===== config.mk =====
export PLATFORM = sky130hd
export DESIGN_NAME = fixed_block_pool_allocator
export DESIGN_NICKNAME = d
export VERILOG_FILES = /design/src/rtl/fbpa_pkg.sv /design/src/rtl/fbpa_bitmap.sv /design/src/rtl/fixed_block_pool_allocator.sv
export SDC_FILE = /design/constraint.sdc
export NUM_CORES = 1
export LEC_CHECK = 0
export BUFFER_PORTS_ARGS = -buffer_cell sky130_fd_sc_hd__buf_4
export CAP_MARGIN = 0
export CORE_MARGIN = 2
export CORE_UTILIZATION = 47
export CTS_BUF_LIST = sky130_fd_sc_hd__clkbuf_2 sky130_fd_sc_hd__clkbuf_4 sky130_fd_sc_hd__clkbuf_8
export DETAILED_ROUTE_END_ITERATION = 8
export PLACE_DENSITY_LB_ADDON = 0.08
export SYNTH_ARGS = -nofsm -noshare
export SYNTH_HDL_FRONTEND = slang
export SYNTH_SLANG_ARGS = --single-unit

===== constraint.sdc =====
create_clock -name clk_i -period 5.2 [get_ports clk_i]
set_input_delay 1.04 -clock clk_i [delete_from_list [all_inputs] [get_ports clk_i]]
set_output_delay 1.04 -clock clk_i [all_outputs]
set_load 0.02 [all_outputs]

===== src/rtl/fbpa_pkg.sv =====
// Shared constants, codes and types of the fixed block pool allocator.
`default_nettype none

package fbpa_pkg;

  // Pool geometry
  localparam int MAX_BLOCKS = 256;
  localparam int IDX_W      = 8;
  localparam int CNT_W      = 8;
  localparam int SIZE_W     = 16;
  localparam int OFS_W      = 24;
  localparam int POOL_W     = IDX_W + 1;

  // Used marks are stored eight to a row
  localparam int WORD_W = 8;
  localparam int BIT_W  = 3;
  localparam int ROWS   = (MAX_BLOCKS + WORD_W - 1) / WORD_W;
  localparam int ROW_W  = (ROWS > 1) ? $clog2(ROWS) : 1;

  // Reset values of the registers and the free count
  localparam logic [CNT_W-1:0]  BLOCK_COUNT_RST = 8'd255;
  localparam logic [SIZE_W-1:0] BLOCK_SIZE_RST  = 16'd64;
  localparam logic [CNT_W-1:0]  FREE_COUNT_RST  =
      CNT_W'((MAX_BLOCKS < 255) ? MAX_BLOCKS : 255);

  // Request codes
  localparam logic FUNC_ALLOC = 1'b0;
  localparam logic FUNC_FREE  = 1'b1;

  // Result status codes
  localparam logic [1:0] STAT_DONE  = 2'd0;
  localparam logic [1:0] STAT_EMPTY = 2'd1;
  localparam logic [1:0] STAT_BAD   = 2'd2;

  // Register indexes
  localparam logic [7:0] REG_BLOCK_COUNT = 8'd0;
  localparam logic [7:0] REG_BLOCK_SIZE  = 8'd1;

  // Request from the sequencer to the used-mark store
  typedef struct packed {
    logic              rd_en;
    logic              wr_en;
    logic              clear;
    logic [ROW_W-1:0]  row;
    logic [WORD_W-1:0] wr_word;
  } bm_req_t;

endpackage

`default_nettype wire


===== src/rtl/fbpa_bitmap.sv =====
// Used-mark store: row memory with per-row valid bits, so that a clear resets every row at once.
`default_nettype none

module fbpa_bitmap (
  input  wire logic                          clk_i,
  input  wire logic                          rst_ni,
  input  wire fbpa_pkg::bm_req_t             req_i,
  output logic [fbpa_pkg::WORD_W-1:0]        rd_word_o
);

  logic [fbpa_pkg::WORD_W-1:0] mem_q [fbpa_pkg::ROWS];
  logic [fbpa_pkg::ROWS-1:0]   row_valid_q;
  logic [fbpa_pkg::WORD_W-1:0] rd_data_q;
  logic                        rd_valid_q;

  // Row memory, one write or one registered read per cycle
  always_ff @(posedge clk_i) begin
    if (req_i.wr_en) begin
      mem_q[req_i.row] <= req_i.wr_word;
    end
    if (req_i.rd_en) begin
      rd_data_q <= mem_q[req_i.row];
    end
  end

  // Row valid bits; a row never written since the last clear reads as all free
  always_ff @(posedge clk_i or negedge rst_ni) begin
    if (!rst_ni) begin
      row_valid_q <= '0;
      rd_valid_q  <= 1'b0;
    end else begin
      if (req_i.clear) begin
        row_valid_q <= '0;
      end else if (req_i.wr_en) begin
        row_valid_q[req_i.row] <= 1'b1;
      end
      if (req_i.rd_en) begin
        rd_valid_q <= row_valid_q[req_i.row];
      end
    end
  end

  assign rd_word_o = rd_valid_q ? rd_data_q : '0;

endmodule

`default_nettype wire


===== src/rtl/fixed_block_pool_allocator.sv =====
// Top level of the fixed block pool allocator: request sequencer and registers.
//
// Usage:
//   A request (func_i, block_index_i) is taken at a clock edge where start is
//   high and busy is low. Allocate grants the lowest-numbered free block;
//   free releases the named block. Each request gives one result on
//   status_o, granted_index_o, byte_offset_o and free_remaining_o, shown for
//   exactly one cycle with done_o high. The receiver cannot stall.
//   Steps: a free reads its mark row, checks and writes it, multiplies
//   the offset and shows the result. An allocate scans the 8-block rows
//   one by one (1 to 32 rows), since the mark store gives one registered
//   row per read and each row is read and tested in turn. A failed request
//   (empty pool, bad free) skips the multiply.
//   One request is in flight at a time; busy falls
//   in the done cycle, so the next request may be taken then.
//   Registers are written over the cfg_* channel while busy is low; writing
//   block_count frees every block at once. Reset frees every block, with
//   255 blocks of 64 bytes.
`default_nettype none

module fixed_block_pool_allocator (
  input  wire logic                          clk_i,
  input  wire logic                          rst_ni,
  input  wire logic                          start,
  output logic                               busy,
  input  wire logic                          func_i,
  input  wire logic [fbpa_pkg::IDX_W-1:0]    block_index_i,
  input  wire logic                          cfg_valid_i,
  output logic                               cfg_ready_o,
  input  wire logic [7:0]                    cfg_index_i,
  input  wire logic [fbpa_pkg::SIZE_W-1:0]   cfg_data_i,
  output logic                               done_o,
  output logic [1:0]                         status_o,
  output logic [fbpa_pkg::IDX_W-1:0]         granted_index_o,
  output logic [fbpa_pkg::OFS_W-1:0]         byte_offset_o,
  output logic [fbpa_pkg::CNT_W-1:0]         free_remaining_o
);

  // Sequencer states
  localparam logic [1:0] S_IDLE = 2'd0;
  localparam logic [1:0] S_READ = 2'd1;
  localparam logic [1:0] S_EVAL = 2'd2;
  localparam logic [1:0] S_MUL  = 2'd3;

  logic [1:0]                    state_q, state_d;
  logic                          func_q;
  logic [fbpa_pkg::IDX_W-1:0]    idx_q;
  logic [fbpa_pkg::ROW_W-1:0]    row_q, row_d;
  logic [fbpa_pkg::IDX_W-1:0]    grant_q;
  logic [fbpa_pkg::CNT_W-1:0]    block_count_q;
  logic [fbpa_pkg::SIZE_W-1:0]   block_size_q;
  logic [fbpa_pkg::CNT_W-1:0]    free_count_q;
  logic                          done_q;
  logic [1:0]                    status_q;
  logic [fbpa_pkg::IDX_W-1:0]    res_idx_q;
  logic [fbpa_pkg::OFS_W-1:0]    res_ofs_q;
  logic [fbpa_pkg::CNT_W-1:0]    res_free_q;

  logic                          accept;
  logic                          cfg_we;
  logic                          cfg_count_we;
  logic [fbpa_pkg::POOL_W-1:0]   pool_n;
  logic [fbpa_pkg::POOL_W-1:0]   cfg_pool_n;
  logic [fbpa_pkg::POOL_W-1:0]   next_base;
  logic [fbpa_pkg::WORD_W-1:0]   word;
  logic                          alloc_hit;
  logic [fbpa_pkg::BIT_W-1:0]    alloc_bit;
  logic [fbpa_pkg::BIT_W-1:0]    free_bit;
  logic                          free_ok;
  logic                          eval_ok;
  logic                          eval_fail;
  logic [fbpa_pkg::IDX_W-1:0]    eval_idx;
  logic [fbpa_pkg::WORD_W-1:0]   eval_word;
  logic [1:0]                    fail_status;
  fbpa_pkg::bm_req_t             bm_req;

  // Handshakes
  assign busy         = (state_q != S_IDLE);
  assign accept       = start && !busy;
  assign cfg_ready_o  = !busy;
  assign cfg_we       = cfg_valid_i && cfg_ready_o;
  assign cfg_count_we = cfg_we && (cfg_index_i == fbpa_pkg::REG_BLOCK_COUNT);

  // Effective pool size, now and after a block_count write
  assign pool_n = ({1'b0, block_count_q} > fbpa_pkg::POOL_W'(fbpa_pkg::MAX_BLOCKS)) ?
                  fbpa_pkg::POOL_W'(fbpa_pkg::MAX_BLOCKS) : {1'b0, block_count_q};
  assign cfg_pool_n = ({1'b0, cfg_data_i[fbpa_pkg::CNT_W-1:0]} >
                       fbpa_pkg::POOL_W'(fbpa_pkg::MAX_BLOCKS)) ?
                      fbpa_pkg::POOL_W'(fbpa_pkg::MAX_BLOCKS) :
                      {1'b0, cfg_data_i[fbpa_pkg::CNT_W-1:0]};

  // First block of the row after the current one
  assign next_base = fbpa_pkg::POOL_W'({({1'b0, row_q} + 1'b1), fbpa_pkg::BIT_W'(0)});

  // Lowest free in-range block of the current row
  always_comb begin
    alloc_hit = 1'b0;
    alloc_bit = '0;
    for (int b = fbpa_pkg::WORD_W - 1; b >= 0; b--) begin
      if (!word[b] &&
          (fbpa_pkg::POOL_W'({row_q, fbpa_pkg::BIT_W'(b)}) < pool_n)) begin
        alloc_hit = 1'b1;
        alloc_bit = fbpa_pkg::BIT_W'(b);
      end
    end
  end

  // Free check: in range and currently used
  assign free_bit = idx_q[fbpa_pkg::BIT_W-1:0];
  assign free_ok  = (fbpa_pkg::POOL_W'(idx_q) < pool_n) && word[free_bit];

  // Outcome of the evaluate step
  always_comb begin
    eval_ok     = 1'b0;
    eval_fail   = 1'b0;
    eval_idx    = idx_q;
    eval_word   = word;
    fail_status = fbpa_pkg::STAT_BAD;
    if (func_q == fbpa_pkg::FUNC_ALLOC) begin
      fail_status = fbpa_pkg::STAT_EMPTY;
      eval_idx    = fbpa_pkg::IDX_W'({row_q, alloc_bit});
      eval_word   = word | (fbpa_pkg::WORD_W'(1) << alloc_bit);
      if (alloc_hit) begin
        eval_ok = 1'b1;
      end else if (next_base >= pool_n) begin
        eval_fail = 1'b1;
      end
    end else begin
      eval_word = word & ~(fbpa_pkg::WORD_W'(1) << free_bit);
      if (free_ok) begin
        eval_ok = 1'b1;
      end else begin
        eval_fail = 1'b1;
      end
    end
  end

  // Mark store requests
  always_comb begin
    bm_req         = '0;
    bm_req.rd_en   = (state_q == S_READ);
    bm_req.wr_en   = (state_q == S_EVAL) && eval_ok;
    bm_req.clear   = cfg_count_we;
    bm_req.row     = row_q;
    bm_req.wr_word = eval_word;
  end

  fbpa_bitmap u_bitmap (
    .clk_i     (clk_i),
    .rst_ni    (rst_ni),
    .req_i     (bm_req),
    .rd_word_o (word)
  );

  // Next state and row
  always_comb begin
    state_d = state_q;
    row_d   = row_q;
    case (state_q)
      S_IDLE: begin
        if (accept) begin
          state_d = S_READ;
          row_d   = (func_i == fbpa_pkg::FUNC_FREE) ?
                    fbpa_pkg::ROW_W'(block_index_i >> fbpa_pkg::BIT_W) : '0;
        end
      end
      S_READ: begin
        state_d = S_EVAL;
      end
      S_EVAL: begin
        if (eval_ok) begin
          state_d = S_MUL;
        end else if (eval_fail) begin
          state_d = S_IDLE;
        end else begin
          state_d = S_READ;
          row_d   = row_q + 1'b1;
        end
      end
      S_MUL: begin
        state_d = S_IDLE;
      end
      default: begin
        state_d = S_IDLE;
      end
    endcase
  end

  // Control state, registers and free count
  always_ff @(posedge clk_i or negedge rst_ni) begin
    if (!rst_ni) begin
      state_q       <= S_IDLE;
      row_q         <= '0;
      done_q        <= 1'b0;
      block_count_q <= fbpa_pkg::BLOCK_COUNT_RST;
      block_size_q  <= fbpa_pkg::BLOCK_SIZE_RST;
      free_count_q  <= fbpa_pkg::FREE_COUNT_RST;
    end else begin
      state_q <= state_d;
      row_q   <= row_d;
      done_q  <= ((state_q == S_EVAL) && eval_fail) || (state_q == S_MUL);
      if (cfg_count_we) begin
        block_count_q <= cfg_data_i[fbpa_pkg::CNT_W-1:0];
        free_count_q  <= cfg_pool_n[fbpa_pkg::CNT_W-1:0];
      end else if ((state_q == S_EVAL) && eval_ok) begin
        if (func_q == fbpa_pkg::FUNC_ALLOC) begin
          if (free_count_q != '0) begin
            free_count_q <= free_count_q - 1'b1;
          end
        end else if (free_count_q != '1) begin
          free_count_q <= free_count_q + 1'b1;
        end
      end
      if (cfg_we && (cfg_index_i == fbpa_pkg::REG_BLOCK_SIZE)) begin
        block_size_q <= cfg_data_i;
      end
    end
  end

  // Request and result payload
  always_ff @(posedge clk_i) begin
    if (accept) begin
      func_q <= func_i;
      idx_q  <= block_index_i;
    end
    if ((state_q == S_EVAL) && eval_ok) begin
      grant_q <= eval_idx;
    end
    if ((state_q == S_EVAL) && eval_fail) begin
      status_q   <= fail_status;
      res_idx_q  <= '0;
      res_ofs_q  <= '0;
      res_free_q <= free_count_q;
    end else if (state_q == S_MUL) begin
      status_q   <= fbpa_pkg::STAT_DONE;
      res_idx_q  <= grant_q;
      res_ofs_q  <= fbpa_pkg::OFS_W'(grant_q) * fbpa_pkg::OFS_W'(block_size_q);
      res_free_q <= free_count_q;
    end
  end

  assign done_o           = done_q;
  assign status_o         = status_q;
  assign granted_index_o  = res_idx_q;
  assign byte_offset_o    = res_ofs_q;
  assign free_remaining_o = res_free_q;

`ifndef SYNTH
  a_done_single: assert property (@(posedge clk_i) disable iff (!rst_ni)
      done_o |=> !done_o) else $error("result strobe held longer than one cycle");

  a_fail_zero: assert property (@(posedge clk_i) disable iff (!rst_ni)
      (done_o && (status_o != fbpa_pkg::STAT_DONE)) |->
      ((granted_index_o == '0) && (byte_offset_o == '0)))
      else $error("failed request reports a nonzero block");

  a_accept_busy: assert property (@(posedge clk_i) disable iff (!rst_ni)
      accept |=> busy) else $error("accepted request did not start the sequencer");

  a_count_bound: assert property (@(posedge clk_i) disable iff (!rst_ni)
      ({1'b0, free_count_q} <= pool_n)) else $error("free count exceeds pool size");
`endif

endmodule

`default_nettype wire


==> results by stage <==
Yosys:
- Sequential cells were found to cover between 50% and 60% of the synthesized design area.
- The dominant synthesized flop cell is sky130_fd_sc_hd__edfxtp_1.
- The number of register bits inferred by synthesis is 396.
- The synthesized cell area is around 20000 µm².
- During synthesis, Yosys emitted a total of 0 warnings.
- After synthesis, the netlist uses 67 different library cells.
- The most area-hungry cell type in the Yosys netlist is sky130_fd_sc_hd__edfxtp_1.
- By area the synthesized netlist is led by sky130_fd_sc_hd__edfxtp_1 (42%), sky130_fd_sc_hd__fa_1 (8.3%), sky130_fd_sc_hd__mux4_2 (8.1%).
- In this run, synthesis inferred approximately 290 flip-flops with an integrated enable.
- The area share of the largest cell type after synthesis is 42.5%.
- Dividing the synthesized area by the synthesized cell count gives between 10 and 15 µm².
- For this run, asynchronously set or reset flops after synthesis account for 18.4%.
- The number of nets handed over by synthesis was 1756.
- The number of instances in the synthesized netlist is 1562.

Pwr:
- The analysis attributes to cell leakage a power of around 9.4 nW.
- The ratio of total power to cell area is 456 nW/µm².
- The part of the total power dissipated in the clock network is a little over a quarter.
- The part of the total power dissipated in combinational logic is 32.2%.
- Net switching is 34.5% of the power.
- Per report_power, the sequential group accounts for 40.8% of the total.
- The worst-case IR drop observed on VDD is between 0.3 and 0.4 mV.
- The net switching component of the power is 3.73 mW.
- The internal power is 7.09 mW.

Layout:
- The multi-input combinational cells in the finished layout cover a total of 8700 µm².
- The number of inserted filler cells in the final layout is 3664.
- In the final layout, flip-flops and latches occupy about 11000 µm².
- The final antenna diode count is 0.
- The net count reported at finish is 1913.
- The ratio of cells with drive above 1 in the final layout is between 20% and 30%.
- The core utilization of the finished layout is 55.0%.
- The area growth from synthesis to layout is 15.3%.

Drt:
- The first routing iteration left 902 violations.
- The first detailed-routing pass ran for 5 iterations.
- Detailed routing inserted a total of 13200 vias.
- The number of design rule violations left after detail routing is 0.
- The detail route stage leaves a number of antenna-violating nets equal to 0.
- The wire length after detailed routing is 51.1 mm.
- Dividing the detail-routed wire length by the instance count gives approximately 22 µm.
- Using the TritonRoute via totals, the vias-per-cell ratio works out to 5.59.

Placed design:
- Port buffering added 81 buffers.
- Routability-driven placement finished with a final weighted congestion of ~0.88.
- The half-perimeter wire length of the detailed placement result is approximately 34 mm.

Worst setup path:
- STA classifies the critical path endpoint as a register.
- The capture point of the worst reg-to-reg path is byte_offset_o[21]$_SDFFE_PP0P_.
- The depth of the critical timing path with buffers and inverters included is 17.
- The count of buffering cells on the critical path with inverters included is 4.
- The kind of cell with the highest combined delay on the critical path is adder cells.
- The signal on the critical path passes through buf_4 > buf_4 > and2_1 > fa_1 > fa_1 > fa_1 > inv_1 > fa_1 > inv_1 > ha_2 > nand2_1 > nor2_1 > nand3_1 > a21oi_2 > nor3_1 > or4b_2 > a31oi_1.
- The worst reg2reg path depth is 17.
- By instance count, the cell type seen most on the critical path is sky130_fd_sc_hd__fa_1.
- The register-to-register setup slack is 0.20 ns.
- The source of the critical timing path is grant_q[7]$_DFFE_PN_.
- The end point of the critical path is byte_offset_o[21]$_SDFFE_PP0P_.
- The critical path is of the register to register type.
- Of all nets on the critical path, the largest fanout is 8.
- On the worst path, the slowest cell contributes a delay of 0.61 ns.
- For this design, the slowest cell found on the critical path is sky130_fd_sc_hd__or4b_2.
- STA classifies the critical path startpoint as a register.
- Data arrives at the worst endpoint at 5.58 ns.
- The data required time at the worst endpoint is 5.78 ns.
- The startpoint identified for the worst register-to-register timing path is grant_q[7]$_DFFE_PN_.

Clock network:
- The clock passes through at most 3 buffers.
- Clock-pin slew was measured on the worst setup and hold paths at 0.06 ns.
- The number of clock buffers added by TritonCTS is 69.
- The root buffer cell chosen for the clock tree is sky130_fd_sc_hd__clkbuf_8.
- CTS saw between 300 and 400 sinks.
- TritonCTS built the clock tree.
- The H-tree level count is 3.
- The number of hold buffers added after CTS was 0.
- The clock latency of the later-clocked register in the worst-skew pair is 0.65 ns.

Floorplanning:
- The die outline width is 213 µm.
- The height of the die is about 210 µm.
- The core footprint is 43200 µm².
- The full die area is 45500 µm².
- Once the floorplan was initialized, standard cells occupied between 40% and 50% of the core.
- The standard-cell row count is 76.
- The number of placed I/O pins is 82.

STA:
- The worst slew margin relative to its limit is 19.0%.
- The highest clock rate is 0.200 GHz.
- The minimum clock period is 5.00 ns.
- The final setup skew is 0.0453 ns.
- For the pin with the worst max-slew slack, the measured transition is 1.21 ns.
- After layout, the worst path uses 96.1% of the clock period.
- Adding up every negative setup slack in the final design gives 0 ns.
- Setup violations remaining at the end of the flow were counted as 0.
- The total count of hold-check failures in the final report is 0.
- The number of max-slew violations in the final report came to 0.

Flow run:
- The tool flagged a number of max-cap violations equal to 0.

Run status:
- The flow ran to the end, and the final reports show no timing, DRC or antenna violations.

GRT:
- Entering global routing, the biggest net connects 74 pins.
- The initial antenna violation count is 0.
- The number of global-route vias before repair is 13800.
- The total global routing overflow is 0.
- For this run, the total global-route usage over all layers was measured as 23.5%.
- The first global-routing pass estimated 79.1 mm of wire.

Min path:
- The launch point of the worst hold path is granted_index_o[4]$_SDFFE_PP0P_.
- The path class of the tightest hold or removal check is register to register.
[through the flow]
stage	hold slack, ns	cells	power, mW	instance area [µm²]	setup slack, ns
after floorplan	0.444	1562	6.65	20600	0.0497
after global placement	0.446	2213	7.88	22100	0.106
after detailed placement	0.453	2213	7.93	22100	-0.0121
after CTS	0.461	2336	10.9	23500	0.0267
after global routing	0.485	2356	11.4	23700	-0.00790
final	0.456	2356	10.8	23700	0.202
[power by group through the flow]
| stage | Combinational, mW | Clock, mW | Sequential [mW] |
|---|---|---|---|
| 2_1_floorplan | 2.19 | 0 | 4.47 |
| 3_5_place_dp | 3.44 | 0 | 4.49 |
| 4_1_cts | 3.45 | 3.00 | 4.43 |
| 3_3_place_gp | 3.39 | 0 | 4.48 |
| 6_report | 3.48 | 2.93 | 4.41 |
| 5_1_grt | 3.82 | 3.13 | 4.45 |
[repair_timing]
action / CTS / global route
endpoints found under the setup margin: 0 / 6
resized for setup: 0 / 16
setup buffers: 0 / 20
[cells by family after synthesis]
family	count (synthesis)	synth area share [%]
and+or+nand+nor	457	11.1
AOI/OAI and AO/OA	242	7.77
buffers and inverters	194	3.73
xor gates and xnor gates	20	0.851
muxes	96	9.29
adders and majority gates	157	12.6
DFF	396	54.6
[state kept, by name, indices dropped and copies added, names as in the netlist, 16 cells and up]
| register | cells |
|---|---|
| u_bitmap.mem_q | 256 |
| u_bitmap.row_valid_q | 32 |
| byte_offset_o | 24 |
| block_size_q | 16 |
[worst register-to-register path: cells and delay by family (launching register included)]
family	cells	cell delay, ns
flip-flops	1	0.47
AND/OR/NAND/NOR	6	1.20
AO/OA/AOI/OAI	2	0.34
buffers and inverters	4	0.44
adder cells (fa/ha/maj)	5	2.49
[cell type report]
cell class / count / area share, %
tap: 585 / 3.09
timing repair buffer: 160 / 5.04
multi-input combinational: 972 / 36.7
sequential: 396 / 47.4
clock buffer: 98 / 5.10
inverter: 120 / 1.90
clock inverter: 25 / 0.854
[layer usage]
metal | share of wire [%] | up-vias | wire length [µm] | GRT usage, %
met2 | 52 | 314 | 26400 | 41.4
met3 | 4.4 | 97 | 2260 | 4.02
met1 | 41 | 6771 | 20900 | 29.3
met5 | 0 | - | 0 | 0
met4 | 3.0 | 0 | 1540 | 8.26
li1 | - | 5997 | - | -
[cells in the mapped netlist (9+ instances only)]
| master | count |
|---|---|
| sky130_fd_sc_hd__xnor2_1 | 12 |
| sky130_fd_sc_hd__fa_1 | 85 |
| sky130_fd_sc_hd__a211oi_1 | 10 |
| sky130_fd_sc_hd__dfstp_2 | 17 |
| sky130_fd_sc_hd__a21oi_1 | 55 |
| sky130_fd_sc_hd__ha_1 | 72 |
| sky130_fd_sc_hd__nand2b_1 | 9 |
| sky130_fd_sc_hd__mux4_2 | 74 |
| sky130_fd_sc_hd__dfxtp_1 | 32 |
| sky130_fd_sc_hd__clkbuf_1 | 51 |
| sky130_fd_sc_hd__and2_1 | 108 |
| sky130_fd_sc_hd__a22oi_1 | 36 |
| sky130_fd_sc_hd__nor3_1 | 21 |
| sky130_fd_sc_hd__o21a_1 | 12 |
| sky130_fd_sc_hd__dfrtp_1 | 56 |
| sky130_fd_sc_hd__a21o_1 | 13 |
| sky130_fd_sc_hd__nand2_1 | 138 |
| sky130_fd_sc_hd__nand4_1 | 17 |
| sky130_fd_sc_hd__edfxtp_1 | 291 |
| sky130_fd_sc_hd__inv_1 | 120 |
| sky130_fd_sc_hd__nor3b_1 | 9 |
| sky130_fd_sc_hd__nor2_1 | 89 |
| sky130_fd_sc_hd__nand3_1 | 24 |
| sky130_fd_sc_hd__buf_1 | 11 |
| sky130_fd_sc_hd__o21ai_0 | 57 |
| sky130_fd_sc_hd__mux2_2 | 19 |
[layout by cell type (no fill, tap or decap), types with 9 or more instances in the layout]
| master | n |
|---|---|
| sky130_fd_sc_hd__o21a_1 | 12 |
| sky130_fd_sc_hd__inv_1 | 120 |
| sky130_fd_sc_hd__nor3_1 | 20 |
| sky130_fd_sc_hd__mux4_2 | 74 |
| sky130_fd_sc_hd__a21oi_1 | 53 |
| sky130_fd_sc_hd__xnor2_1 | 12 |
| sky130_fd_sc_hd__nand3_1 | 24 |
| sky130_fd_sc_hd__nor2_1 | 88 |
| sky130_fd_sc_hd__o21ai_0 | 55 |
| sky130_fd_sc_hd__nand2b_1 | 9 |
| sky130_fd_sc_hd__nand2_1 | 138 |
| sky130_fd_sc_hd__dfxtp_1 | 32 |
| sky130_fd_sc_hd__mux2_2 | 19 |
| sky130_fd_sc_hd__fa_1 | 85 |
| sky130_fd_sc_hd__edfxtp_1 | 291 |
| sky130_fd_sc_hd__dfstp_2 | 17 |
| sky130_fd_sc_hd__a22oi_1 | 36 |
| sky130_fd_sc_hd__buf_4 | 158 |
| sky130_fd_sc_hd__nor3b_1 | 9 |
| sky130_fd_sc_hd__ha_1 | 69 |
| sky130_fd_sc_hd__clkbuf_4 | 22 |
| sky130_fd_sc_hd__clkbuf_8 | 76 |
| sky130_fd_sc_hd__and2_1 | 108 |
| sky130_fd_sc_hd__a21o_1 | 13 |
| sky130_fd_sc_hd__dfrtp_1 | 52 |
| sky130_fd_sc_hd__nand4_1 | 17 |
[how the worst min path moves through the flow]
stage,endpoint,depth (start not counted),slack [ns]
floorplan,u_bitmap.row_valid_q[0]$_DFFE_PN0P_,2,0.44
global placement,byte_offset_o[19]$_SDFFE_PP0P_,2,0.45
detailed placement,byte_offset_o[2]$_SDFFE_PP0P_,2,0.45
CTS,byte_offset_o[2]$_SDFFE_PP0P_,2,0.46
global route,byte_offset_o[19]$_SDFFE_PP0P_,2,0.49
finish,granted_index_o[4]$_SDFFE_PP0P_,2,0.46
Note: power is estimated with default switching activity, not from simulation.
